File: src/rtl/rrts_pkg.sv
package rrts_pkg;

  typedef enum logic [2:0] {
    CMD_READY    = 3'd0,
    CMD_SLEEP    = 3'd1,
    CMD_TWAIT    = 3'd2,
    CMD_SCHED    = 3'd3,
    CMD_TICK     = 3'd4,
    CMD_TCHECK   = 3'd5,
    CMD_SETCUR   = 3'd6,
    CMD_NOP      = 3'd7
  } cmd_e;

  typedef enum logic [2:0] {
    KIND_SWITCH  = 3'd0,
    KIND_NOSW    = 3'd1,
    KIND_NOCUR   = 3'd2,
    KIND_SLEPT   = 3'd3,
    KIND_TIMEOUT = 3'd4
  } kind_e;

  typedef enum logic [2:0] {
    PH_UNUSED = 3'd0,
    PH_READY  = 3'd1,
    PH_SLEEP  = 3'd2,
    PH_WAIT   = 3'd3,
    PH_RUN    = 3'd4
  } phase_e;

  typedef enum logic [2:0] {
    ST_IDLE,
    ST_WALK_RD,
    ST_WALK_EV,
    ST_EMIT,
    ST_DONE
  } state_e;

  localparam int unsigned MaxResults = 16;

endpackage

File: src/rtl/rrts_ram.sv
module rrts_ram #(
  parameter int unsigned Width = 8,
  parameter int unsigned Depth = 16
) (
  input  logic                     clk_i,
  input  logic                     we_i,
  input  logic [$clog2(Depth)-1:0] waddr_i,
  input  logic [Width-1:0]         wdata_i,
  input  logic [$clog2(Depth)-1:0] raddr_i,
  output logic [Width-1:0]         rdata_o
);

  logic [Width-1:0] mem_q [Depth];

  always_ff @(posedge clk_i) begin
    if (we_i) begin
      mem_q[waddr_i] <= wdata_i;
    end
    rdata_o <= mem_q[raddr_i];
  end

endmodule

File: src/rtl/round_robin_task_scheduler.sv
// Round-robin task scheduler.
// Input channel s_axis: one command per transfer (cmd, task_slot, ticks,
// time_value). Output channel m_axis: result transfers (kind in tuser,
// slot in tdata, tlast on the final result of a command).
// idle_task is written through cfg_we_i/cfg_wdata_i; the user must do so only while the
// block is idle, which the block itself does not check. One command is taken at a time;
// s_axis_tready is low until the command is finished and all its results have been taken.
// Ready, sleep, timed wait and set current go from the accept to a done state;
// schedule sends its result before its done state. Tick and time check walk the
// list one entry at a time (read of the link/value RAM, then evaluate) on one
// shared decrement/compare unit, then take the end check, the final result if any
// and a done state.
// A woken task, up to MaxResults per command, is held as the pending result; the
// next wake sends it out with tlast low, the end of the walk sends it with tlast high.
// A stalled receiver holds the walk on the entry that found the next wake, or
// holds the final result; m_axis_tvalid stays high until the transfer.
// Reset clears the queue, both lists, all phases and the current task;
// the value and link RAMs need no clearing.
module round_robin_task_scheduler #(
  parameter int unsigned MAX_TASKS = 16,
  parameter int unsigned TIME_BITS = 32
) (
  input  logic         clk_i,
  input  logic         rst_ni,
  input  logic         cfg_we_i,
  input  logic [3:0]   cfg_wdata_i,
  input  logic         s_axis_tvalid,
  output logic         s_axis_tready,
  // [2:0] cmd, [6:3] task_slot, [38:7] ticks, [70:39] time_value, zero fill
  input  logic [71:0]  s_axis_tdata,
  output logic         m_axis_tvalid,
  input  logic         m_axis_tready,
  // [3:0] slot_out, zero fill
  output logic [7:0]   m_axis_tdata,
  // [2:0] kind
  output logic [2:0]   m_axis_tuser,
  output logic         m_axis_tlast
);

  localparam int unsigned SW = $clog2(MAX_TASKS);
  localparam int unsigned PW = SW + 1;
  localparam int unsigned VW = (TIME_BITS > 32) ? TIME_BITS : 32;

  typedef logic [SW-1:0] slot_t;
  typedef logic [PW-1:0] ptr_t;

  localparam ptr_t NoneSlot = ptr_t'(MAX_TASKS);

  rrts_pkg::state_e state_q, state_d;
  rrts_pkg::phase_e phase_q [MAX_TASKS];
  slot_t ring_q [MAX_TASKS];
  slot_t rhead_q;
  ptr_t  rcount_q;
  ptr_t  shead_q, stail_q, whead_q, wtail_q, cur_q;
  logic [3:0] idle_q;

  logic [2:0]  cmd_q;
  ptr_t        slot_q;
  logic [TIME_BITS-1:0] tv_q;
  ptr_t  wcur_q, wprev_q;
  logic [PW:0] steps_q;
  logic [4:0] nres_q;
  logic [2:0] okind_q;
  slot_t oslot_q;

  logic [2:0]  in_cmd;
  logic [3:0]  in_slot;
  logic [31:0] in_tv;
  logic [TIME_BITS-1:0] in_tvm;
  logic        acc, out_acc;
  assign in_cmd  = s_axis_tdata[2:0];
  assign in_slot = s_axis_tdata[6:3];
  assign in_tv   = s_axis_tdata[70:39];
  assign in_tvm  = TIME_BITS'(in_tv);
  assign acc     = s_axis_tvalid && s_axis_tready;
  assign out_acc = m_axis_tvalid && m_axis_tready;
  assign s_axis_tready = (state_q == rrts_pkg::ST_IDLE);

  logic slot_ok;
  assign slot_ok = (32'(in_slot) < MAX_TASKS);
  slot_t in_s;
  assign in_s = SW'(in_slot);

  // value RAM: sleep counts (lower half) and wake times (upper half)
  logic            vwe;
  logic [SW:0]     vwaddr, vraddr;
  logic [VW-1:0]   vwdata, vrdata;
  logic            lwe;
  logic [SW:0]     lwaddr, lraddr;
  ptr_t            lwdata, lrdata;

  rrts_ram #(.Width(VW), .Depth(1 << PW)) u_val (
    .clk_i(clk_i), .we_i(vwe), .waddr_i(vwaddr), .wdata_i(vwdata),
    .raddr_i(vraddr), .rdata_o(vrdata)
  );
  rrts_ram #(.Width(PW), .Depth(1 << PW)) u_link (
    .clk_i(clk_i), .we_i(lwe), .waddr_i(lwaddr), .wdata_i(lwdata),
    .raddr_i(lraddr), .rdata_o(lrdata)
  );

  logic mode;
  assign mode = (cmd_q == rrts_pkg::CMD_TCHECK);
  slot_t wc;
  assign wc = wcur_q[SW-1:0];

  // shared evaluation unit: decrement or compare
  logic [31:0] dec;
  logic        wake;
  ptr_t        nxt;
  assign dec  = vrdata[31:0] - 32'd1;
  assign wake = mode ? (tv_q >= vrdata[TIME_BITS-1:0]) : (dec == 32'd0);
  assign nxt  = (lrdata > NoneSlot) ? NoneSlot : lrdata;

  logic pend_q;
  logic emit_now, flush, ev_go;
  assign emit_now = wake && (nres_q < 5'(rrts_pkg::MaxResults));
  assign flush    = (state_q == rrts_pkg::ST_WALK_EV) && emit_now && pend_q;
  assign ev_go    = (state_q == rrts_pkg::ST_WALK_EV) && (!flush || m_axis_tready);

  // schedule decision
  slot_t idle_s;
  assign idle_s = (32'(idle_q) < MAX_TASKS) ? SW'(idle_q) : slot_t'(MAX_TASKS - 1);
  slot_t cs;
  assign cs = cur_q[SW-1:0];
  slot_t nsel;
  logic  fromq;
  always_comb begin
    fromq = (rcount_q != '0);
    if (fromq) nsel = ring_q[rhead_q];
    else if (phase_q[cs] == rrts_pkg::PH_RUN) nsel = cs;
    else nsel = idle_s;
  end

  always_comb begin
    state_d = state_q;
    unique case (state_q)
      rrts_pkg::ST_IDLE: begin
        if (acc) begin
          if (in_cmd == rrts_pkg::CMD_TICK || in_cmd == rrts_pkg::CMD_TCHECK)
            state_d = rrts_pkg::ST_WALK_RD;
          else if (in_cmd == rrts_pkg::CMD_SCHED) state_d = rrts_pkg::ST_EMIT;
          else state_d = rrts_pkg::ST_DONE;
        end
      end
      rrts_pkg::ST_WALK_RD: begin
        if (wcur_q >= NoneSlot || steps_q >= (PW+1)'(MAX_TASKS)) begin
          state_d = (nres_q != '0) ? rrts_pkg::ST_EMIT : rrts_pkg::ST_DONE;
        end else begin
          state_d = rrts_pkg::ST_WALK_EV;
        end
      end
      rrts_pkg::ST_WALK_EV: if (ev_go) state_d = rrts_pkg::ST_WALK_RD;
      rrts_pkg::ST_EMIT: if (out_acc) state_d = rrts_pkg::ST_DONE;
      rrts_pkg::ST_DONE: state_d = rrts_pkg::ST_IDLE;
      default: state_d = rrts_pkg::ST_IDLE;
    endcase
  end

  // RAM ports
  always_comb begin
    vwe = 1'b0; vwaddr = '0; vwdata = '0;
    lwe = 1'b0; lwaddr = '0; lwdata = NoneSlot;
    vraddr = {mode, wc};
    lraddr = {mode, wc};
    if (state_q == rrts_pkg::ST_IDLE && acc && slot_ok) begin
      if (in_cmd == rrts_pkg::CMD_SLEEP) begin
        vwe = 1'b1; vwaddr = {1'b0, in_s}; vwdata = VW'(s_axis_tdata[38:7]);
      end else if (in_cmd == rrts_pkg::CMD_TWAIT) begin
        vwe = 1'b1; vwaddr = {1'b1, in_s};
        vwdata = VW'(in_tvm);
      end
      if (in_cmd == rrts_pkg::CMD_SLEEP || in_cmd == rrts_pkg::CMD_TWAIT) begin
        lwe = 1'b1; lwaddr = {in_cmd == rrts_pkg::CMD_TWAIT, in_s}; lwdata = NoneSlot;
      end
    end else if (state_q == rrts_pkg::ST_DONE && slot_q < NoneSlot &&
                 (cmd_q == rrts_pkg::CMD_SLEEP || cmd_q == rrts_pkg::CMD_TWAIT)) begin
      // link old tail to the new entry
      if (cmd_q == rrts_pkg::CMD_SLEEP && stail_q < NoneSlot) begin
        lwe = 1'b1; lwaddr = {1'b0, stail_q[SW-1:0]}; lwdata = slot_q;
      end else if (cmd_q == rrts_pkg::CMD_TWAIT && wtail_q < NoneSlot) begin
        lwe = 1'b1; lwaddr = {1'b1, wtail_q[SW-1:0]}; lwdata = slot_q;
      end
    end else if (ev_go) begin
      if (!mode) begin
        vwe = 1'b1; vwaddr = {1'b0, wc}; vwdata = VW'(dec);
      end
      if (wake && wprev_q < NoneSlot) begin
        lwe = 1'b1; lwaddr = {mode, wprev_q[SW-1:0]}; lwdata = nxt;
      end
    end
  end

  // ready push position
  logic [PW:0] rsum;
  slot_t rtail;
  assign rsum  = {2'b00, rhead_q} + {1'b0, rcount_q};
  assign rtail = (rsum >= (PW+1)'(MAX_TASKS)) ? SW'(rsum - (PW+1)'(MAX_TASKS)) : SW'(rsum);

  always_ff @(posedge clk_i or negedge rst_ni) begin
    if (!rst_ni) state_q <= rrts_pkg::ST_IDLE;
    else state_q <= state_d;
  end

  always_ff @(posedge clk_i or negedge rst_ni) begin
    if (!rst_ni) begin
      for (int i = 0; i < MAX_TASKS; i++) begin
        phase_q[i] <= rrts_pkg::PH_UNUSED;
        ring_q[i]  <= '0;
      end
      rhead_q <= '0; rcount_q <= '0;
      shead_q <= NoneSlot; stail_q <= NoneSlot;
      whead_q <= NoneSlot; wtail_q <= NoneSlot;
      cur_q <= NoneSlot; idle_q <= '0;
      nres_q <= '0;
      okind_q <= '0; oslot_q <= '0;
      wcur_q <= NoneSlot; wprev_q <= NoneSlot; steps_q <= '0;
    end else begin
      if (cfg_we_i) idle_q <= cfg_wdata_i;
      unique case (state_q)
        rrts_pkg::ST_IDLE: begin
          if (acc) begin
            nres_q <= '0;
            if (slot_ok) begin
              unique case (in_cmd)
                rrts_pkg::CMD_READY: begin
                  phase_q[in_s] <= rrts_pkg::PH_READY;
                  if (rcount_q < NoneSlot) begin
                    ring_q[rtail] <= in_s;
                    rcount_q <= rcount_q + 1'b1;
                  end
                end
                rrts_pkg::CMD_SLEEP: phase_q[in_s] <= rrts_pkg::PH_SLEEP;
                rrts_pkg::CMD_TWAIT: phase_q[in_s] <= rrts_pkg::PH_WAIT;
                rrts_pkg::CMD_SETCUR: cur_q <= {1'b0, in_s};
                default: ;
              endcase
            end
            if (in_cmd == rrts_pkg::CMD_SCHED) begin
              if (cur_q >= NoneSlot) begin
                okind_q <= rrts_pkg::KIND_NOCUR; oslot_q <= '0;
              end else if (nsel == cs) begin
                okind_q <= rrts_pkg::KIND_NOSW; oslot_q <= cs;
              end else begin
                okind_q <= rrts_pkg::KIND_SWITCH; oslot_q <= nsel;
                phase_q[nsel] <= rrts_pkg::PH_RUN;
                cur_q <= {1'b0, nsel};
                if (phase_q[cs] == rrts_pkg::PH_RUN) begin
                  phase_q[cs] <= rrts_pkg::PH_READY;
                  if (cs != idle_s) begin
                    // pop and push in one step; a pop always frees a place
                    if (fromq) ring_q[rtail] <= cs;
                    else if (rcount_q < NoneSlot) ring_q[rtail] <= cs;
                  end
                end
                if (fromq) begin
                  rhead_q <= (rhead_q == slot_t'(MAX_TASKS - 1)) ? '0 : rhead_q + 1'b1;
                  if (!(phase_q[cs] == rrts_pkg::PH_RUN && cs != idle_s))
                    rcount_q <= rcount_q - 1'b1;
                end else if (phase_q[cs] == rrts_pkg::PH_RUN && cs != idle_s &&
                             rcount_q < NoneSlot) begin
                  rcount_q <= rcount_q + 1'b1;
                end
              end
            end
            wprev_q <= NoneSlot;
            steps_q <= '0;
            wcur_q  <= (in_cmd == rrts_pkg::CMD_TCHECK) ? whead_q : shead_q;
          end
        end
        rrts_pkg::ST_WALK_EV: begin
          if (ev_go) begin
            steps_q <= steps_q + 1'b1;
            wcur_q  <= nxt;
            if (wake) begin
              if (wprev_q >= NoneSlot) begin
                if (mode) whead_q <= nxt; else shead_q <= nxt;
              end
              if (mode && wtail_q == wcur_q) wtail_q <= wprev_q;
              if (!mode && stail_q == wcur_q) stail_q <= wprev_q;
              phase_q[wc] <= rrts_pkg::PH_READY;
              if (rcount_q < NoneSlot) begin
                ring_q[rtail] <= wc;
                rcount_q <= rcount_q + 1'b1;
              end
              if (emit_now) begin
                nres_q <= nres_q + 1'b1;
                okind_q <= mode ? rrts_pkg::KIND_TIMEOUT : rrts_pkg::KIND_SLEPT;
                oslot_q <= wc;
              end
            end else begin
              wprev_q <= wcur_q;
            end
          end
        end
        rrts_pkg::ST_WALK_RD: ;
        rrts_pkg::ST_EMIT: ;
        rrts_pkg::ST_DONE: begin
          if (slot_q < NoneSlot) begin
            if (cmd_q == rrts_pkg::CMD_SLEEP) begin
              if (stail_q >= NoneSlot) shead_q <= slot_q;
              stail_q <= slot_q;
            end else if (cmd_q == rrts_pkg::CMD_TWAIT) begin
              if (wtail_q >= NoneSlot) whead_q <= slot_q;
              wtail_q <= slot_q;
            end
          end
        end
        default: ;
      endcase
    end
  end

  always_ff @(posedge clk_i) begin
    if (acc) begin
      cmd_q   <= in_cmd;
      slot_q  <= slot_ok ? {1'b0, in_s} : NoneSlot;
      tv_q    <= in_tvm;
    end
  end

  // one pending result; a new wake sends the pending one out before it is taken in
  always_ff @(posedge clk_i or negedge rst_ni) begin
    if (!rst_ni) pend_q <= 1'b0;
    else if (state_q == rrts_pkg::ST_WALK_EV && wake &&
             nres_q < 5'(rrts_pkg::MaxResults)) pend_q <= 1'b1;
    else if (out_acc) pend_q <= 1'b0;
    else if (state_q == rrts_pkg::ST_IDLE && acc && in_cmd == rrts_pkg::CMD_SCHED)
      pend_q <= 1'b1;
  end

  assign m_axis_tvalid = (pend_q && (state_q == rrts_pkg::ST_EMIT)) || flush;
  assign m_axis_tdata  = 8'(oslot_q);
  assign m_axis_tuser  = okind_q;
  assign m_axis_tlast  = (state_q == rrts_pkg::ST_EMIT);

`ifndef SYNTH
  a_ready_idle: assert property (@(posedge clk_i) disable iff (!rst_ni)
    s_axis_tready |-> !m_axis_tvalid) else $error("ready while result pending");
  a_count: assert property (@(posedge clk_i) disable iff (!rst_ni)
    rcount_q <= NoneSlot) else $error("ready count overflow");
  a_done: assert property (@(posedge clk_i) disable iff (!rst_ni)
    out_acc |=> !m_axis_tvalid) else $error("result repeated");
`endif

endmodule
File: config.mk
export PLATFORM = sky130hd
export DESIGN_NAME = round_robin_task_scheduler
export DESIGN_NICKNAME = d
export VERILOG_FILES = /design/src/rtl/rrts_pkg.sv /design/src/rtl/rrts_ram.sv /design/src/rtl/round_robin_task_scheduler.sv
export SDC_FILE = /design/constraint.sdc
export NUM_CORES = 2
export LEC_CHECK = 0
export BUFFER_PORTS_ARGS = -buffer_cell sky130_fd_sc_hd__buf_4
export CORE_MARGIN = 3
export CORE_UTILIZATION = 45
export DETAILED_ROUTE_END_ITERATION = 8
export PLACE_DENSITY_LB_ADDON = 0.08
export SLEW_MARGIN = 5
export SYNTH_ARGS = -nofsm -noshare
export SYNTH_HDL_FRONTEND = slang
export SYNTH_HIERARCHICAL = 1
export SYNTH_SLANG_ARGS = --single-unit
File: constraint.sdc
create_clock -name clk_i -period 7.95 [get_ports clk_i]
set_clock_uncertainty 0.15 [all_clocks]
set_input_delay 1.1925 -clock clk_i [delete_from_list [all_inputs] [get_ports clk_i]]
set_output_delay 1.1925 -clock clk_i [all_outputs]
set_load 0.01 [all_outputs]
After elaboration in Yosys (flattened, before gate mapping)
Memory sizes are Yosys's and may differ from the RTL's. A register that Yosys moved wholly into a read port is not among the register bits.
Cells that the tools add are included.
Widths: inputs -> output; s select.
- flip-flop bits (word level): 221
- bits in writable memories: 1184
- bits of input ports: 81
- logic and storage cells: 389
- memories kept: 2
- memories (memory ; depth ; width ; rd ports ; clocked after memory_dff ; wr ports ; RTL line ; source):
    u_val.mem_q ; 32 ; 32 ; 1 ; 1 ; 1 ; rrts_ram.sv:13 ; logic [Width-1:0] mem_q [Depth];
    u_link.mem_q ; 32 ; 5 ; 1 ; 1 ; 1 ; rrts_ram.sv:13 ;
- add/subtract/negate cells: 8
- magnitude comparators: 26
- equal/unequal tests: 38
- mux-type cells: 184
- bitwise logic cells: 26
- reduce and logical (&&, ||, !) cells: 54
- operators by type and width (kind ; number):
    $mux 64 ; 15
    $mux 48 ; 9
    $mux 5 ; 68
    $bwmux 64 ; 3
    $mux 32 ; 6
    $and 32x32->32 ; 5
    $not 32->32 ; 5
    $pmux 48 s3 ; 1
    $pmux 64 s2 ; 1
    $pmux 48 s2 ; 1
    $or 16x16->16 ; 5
    $pmux 5 s2 ; 8
    $mux 4 ; 17
    $mux 3 ; 19
    $ge 5x5->1 const B ; 11
    $demux 3 s4 ; 4
    $ge 32x32->1 ; 1
    $logic_not 32->1 ; 1
    $or 32x32->32 ; 1
    $sub 32x1->32 const B ; 1
    $not 4->5 ; 6
    $logic_and 1x1->1 ; 25
    $lt 5x1->1 const B ; 5
    $lt 5x5->1 const B ; 5
    other kinds (45) ; 113

Longest topological paths before layout
- word-level depth: 23
- mapped depth: 18
- depth with buffers taken out: 14

Modules after synthesis
Netlist, hierarchy kept.
- by module, submodules not included (module ; instances ; cells an instance ; area an instance (um2) ; seq. area each (um2)):
    rrts_ram (u_val) ; 1 ; 2260 ; 40492.6 ; 31390.1
    round_robin_task_scheduler ; 1 ; 1690 ; 15150.8 ; 5734.2
    rrts_ram (u_link) ; 1 ; 277 ; 6344.8 ; 4904.7

Least setup slack after synthesis
OpenSTA, ideal clock, no wires.
- path type: flip-flop to flip-flop
- from: register u_val.rdata_o[0] (read register of u_val.mem_q)
- to: memory u_val/mem_q[12][0] (netlist name) (enable)
- setup time: 0.421 ns
- arrival time: 5.197 ns
- required time: 7.379 ns
- slack: 2.181 ns
- cell stages (with the launch flop): 17
- clock period less this slack: 5.769 ns
- path through: dfxtp_1 > inv_1 > ha_1 > buf_2 > or4b_1 > nor3_1 > xnor2_1 > nand4_1 > nor4b_1 > or3b_1 > buf_2 > a21oi_1 > a21oi_1 > a22o_1 > or3b_2 > clkbuf_1 > nor2_1
- RTL lines (element ; RTL line ; source):
    start, declared ; rrts_ram.sv:10 ; output logic [Width-1:0] rdata_o
    $sub 32x1->32 ; round_robin_task_scheduler.sv:110 ; assign dec = vrdata[31:0] - 32'd1;
    $logic_not 32->1 ; round_robin_task_scheduler.sv:111 ; assign wake = mode ? (tv_q >= vrdata[TIME_BITS-1:0]) : (dec == 32'd0);
    $mux 1 * ; round_robin_task_scheduler.sv:111 ;
    $logic_and 1x1->1 * ; round_robin_task_scheduler.sv:116 ; assign emit_now = wake && (nres_q < 5'(rrts_pkg::MaxResults));
    $logic_and 1x1->1 * (2 in series) ; round_robin_task_scheduler.sv:117 ; assign flush = (state_q == rrts_pkg::ST_WALK_EV) && emit_now && pend_q;
    $logic_not 1->1 * ; round_robin_task_scheduler.sv:118 ; assign ev_go = (state_q == rrts_pkg::ST_WALK_EV) && (!flush || m_axis_tready);
    $logic_or 1x1->1 * ; round_robin_task_scheduler.sv:118 ;
    $logic_and 1x1->1 * ; round_robin_task_scheduler.sv:118 ;
    $mux 4 * ; round_robin_task_scheduler.sv:183 ; end else if (ev_go) begin
    $mux 4 * ; round_robin_task_scheduler.sv:175 ; end else if (state_q == rrts_pkg::ST_DONE && slot_q < NoneSlot &&
    $mux 5 * ; round_robin_task_scheduler.sv:165 ; if (state_q == rrts_pkg::ST_IDLE && acc && slot_ok) begin
    named net vwaddr[1] ; round_robin_task_scheduler.sv:86 ; logic [SW:0] vwaddr, vraddr;
    end, declared ; rrts_ram.sv:13 ;
Mark *: on every way through the listed nets, which the timed path passes. The rest lies on a longest branch.

Worst setup path in the final report
- from: register u_val.rdata_o[0] (read register of u_val.mem_q)
- to: output m_axis_tvalid
- cells in the longest elaborated chain, start to end: 7
- ends and longest elaborated chain (element ; RTL line ; source):
    $sub 32x1->32 ; round_robin_task_scheduler.sv:110 ;
    $logic_not 32->1 ; round_robin_task_scheduler.sv:111 ;
    $mux 1 * ; round_robin_task_scheduler.sv:111 ;
    $logic_and 1x1->1 * ; round_robin_task_scheduler.sv:116 ;
    $logic_and 1x1->1 * (2 in series) ; round_robin_task_scheduler.sv:117 ;
    $logic_or 1x1->1 * ; round_robin_task_scheduler.sv:331 ; assign m_axis_tvalid = (pend_q && (state_q == rrts_pkg::ST_EMIT)) || flush;
    end, declared ; round_robin_task_scheduler.sv:31 ; output logic m_axis_tvalid,
Every way passes the cells marked *; elsewhere a longest branch is shown, timed or not.

==> impl_metrics.yaml <==
route:
  first_pass_iters: 8
  routed_wl_um: 171900
  vias: 37540
  wl_per_cell_um: 27.49
  drtIter0Drc: 3677
  drc_errors: 0
  via_per_inst: 6.003
  final_antenna_net_count: 0
global_routing:
  globalRoute.totalOverflow: 0
  grtUsageTotal_pct: 23.96
  grt_pass1_wl_um: 251600
  antenna_found_initial: 1
  grt_pass1_vias: 36380
  grt_max_degree: 125
cts:
  cts.sinks: 1442
  cts_buffers: 156
  cts_tree: "built"
  root_buffer: "clkbuf_16"
  clk_path_buf_depth: 3
  postCtsResizedCells: 0
  htreeDepth: 4
  cts_hold_buf: 0
  path_clk_slew_ps: 60
  clk_latency_ps: 780
  cts_setup_buffers: 0
timing:
  timing.hold.ws_ps: 262.3
  finalCriticalPeriod_ps: 6816
  period_share_pct: 85.74
  setup_viol: 0
  rsz0062_at_grt: "no"
  setup_tns_ps: 0
  slew_viol_final: 0
  hold_viol: 0
  finalWorstSetupSlack_ps: 1134
  fmax_mhz: 146.7
  worst_pin_slew_ps: 1259
  maxSlewHeadroom_pct: 15.45
cells_and_area:
  fill_cells: 11340
  drive_gt1_share_pct: 14.71
  multi_input_area_um2: 18700
  fin_util_pct: 51.65
  final_common_cell: "edfxtp_1"
  final_cell_mix: "1223 x edfxtp_1, 536 x mux2i_1, 226 x nand2_1"
  areaGrowthSynthToFinish_pct: 13.45
  fin_cells: 6254
  regArea_um2: 42040
  finalInstanceArea_um2: 70320
  layout.nets: 4471
placement:
  place_ws_ps: 1533
  dpl.cell_count: 5968
  gp_congestion: 0.9057
  dp_hpwl_um: 107000
  post_dp_cell_area_um2: 65310
  io_buffers: 89
floorplan:
  core_area_um2: 136100
  io_pins: 95
  initial_core_util_pct: 45.53
  die_h_um: 377.2
  die_w_um: 377.2
  num_rows: 135
  dieArea_um2: 142200
worst_setup_path:
  crit_end: "m_axis_tvalid"
  worst_ep_required_time_ps: 6610
  cp_data_arrival_time_ps: 5470
  critPathKind: "flop to output pin"
  worstPathMaxFanout: 9
  crit_start: "u_val/rdata_o[0]"
  r2r-start: "u_val/rdata_o[0]"
  start_kind: "flop"
  ff2ff_setup_slack_ps: 1520
  worstSetupEndpointType: "output pin"
  r2r_cells: 14
  r2r-end: "u_val/mem_q[3][18]"
logic_synthesis:
  synth_ff_type: "edfxtp_1"
  ys_ff_latch: 1442
  yosys_warnings: 6
  synth_top_area_cell: "edfxtp_1"
  synth_area_leaders: "edfxtp_1 59%, mux2i_1 8.7%, dfrtp_1 7.1%"
  async_flop_share_pct: 12.62
  synth-edff-count: 1223
  synth_cell_types: 96
  syn_area_um2: 61990
  syn-instance-count: 4227
  seq_area_frac_synth_pct: 67.80
  synth_top_area_share_pct: 59.25
  syn_avg_cell_area_um2: 14.66
power:
  power_mw: 23.68
  powerDensity_nw_per_um2: 336.7
  vdd_ir_drop_max_mv: 0.3237
  p_leak_nw: 24.86
flow_run:
  cap_violations: 0
hold_path:
  hold_class: "input port to asynchronous set/reset pin"
run_status:
  status: "finished clean"
## registers in the layout, indices dropped and copies added, names as in the netlist, 6 cells and up
| signal | flops |
|---|---|
| u_val/mem_q | 1024 |
| u_link/mem_q | 160 |
| ring_q | 64 |
| phase_q | 48 |
| tv_q | 32 |
| u_val/rdata_o | 32 |
| steps_q | 6 |
## cell families after synthesis
group / share of synthesized area, %
AND/OR/NAND/NOR: 6.782
multiplexers: 11.63
other: 0.006050
AO/OA/AOI/OAI: 9.196
buffers and inverters: 2.925
adder cells (fa/ha/maj): 0.9204
XOR/XNOR: 0.7347
flip-flops: 67.80
## final cells by class
cell class                      count  share of cell area [%]
Tap cell                         1781                   3.169
Clock inverter                     75                   1.027
Antenna cell                        6                 0.02135
Timing Repair Buffer              208                   2.585
Multi-Input combinational cell   2396                   26.59
Inverter                          141                  0.7544
Clock buffer                      205                   6.076
Sequential cell                  1442                   59.77
## routing by layer
layer	vias up	GRT usage, %	wire [um]
li1	16790	-	-
met3	253	3.667	9858
met2	1180	35.99	76570
met5	-	0	0
met4	0	6.133	3954
met1	19320	36.49	81550
## power by group
group	internal, mW	switching (mW)
logic	2.57	4.82
clock network	4.11	2.94
registers	8.77	0.472
total	15.4	8.23
## critical path: stages (launching register included)
cell and delay [ps]:
dfxtp_1 500, inv_1 80, ha_1 330, or4_1 520
o21ai_0 160, a32oi_1 100, nor4b_1 540, nand4_1 230
or3b_1 590, a21oi_1 720, nor3b_1 500, o21a_1 290
buf_4 170
## synthesized netlist by cell type, drive strengths merged, types with 9 or more instances
| master | instances |
|---|---|
| a221oi | 21 |
| o21ai | 108 |
| mux4 | 64 |
| o22ai | 17 |
| dfxtp | 37 |
| nor4 | 25 |
| edfxtp | 1223 |
| clkbuf | 131 |
| a22o | 87 |
| nand2 | 229 |
| a31oi | 53 |
| inv | 139 |
| dfrtp | 175 |
| a21o | 11 |
| nor4b | 17 |
| mux2i | 536 |
| a21oi | 193 |
| buf | 120 |
| a222oi | 48 |
| xnor2 | 44 |
| nand3b | 16 |
| a211oi | 10 |
| nor2 | 184 |
| nor2b | 18 |
| nor3 | 97 |
| nand4 | 19 |
| a22oi | 132 |
| mux2 | 36 |
| or3b | 9 |
| ha | 44 |
| o21a | 10 |
| or2 | 10 |
| o31ai | 17 |
| nand2b | 18 |
| nand3 | 153 |
| and3 | 11 |
## worst min path at each step
| stage | start | endpoint | slack [ps] |
|---|---|---|---|
| 3_5_place_dp | phase_q[11] | phase_q[11] | 310 |
| 5_1_grt | rst_ni | phase_q[43] | 270 |
| 6_report | rst_ni | phase_q[13] | 260 |
| 2_1_floorplan | phase_q[11] | phase_q[11] | 290 |
| 3_3_place_gp | whead_q[4] | whead_q[4] | 300 |
| 4_1_cts | rst_ni | phase_q[36] | 260 |
(Power assumes the default switching activity.)
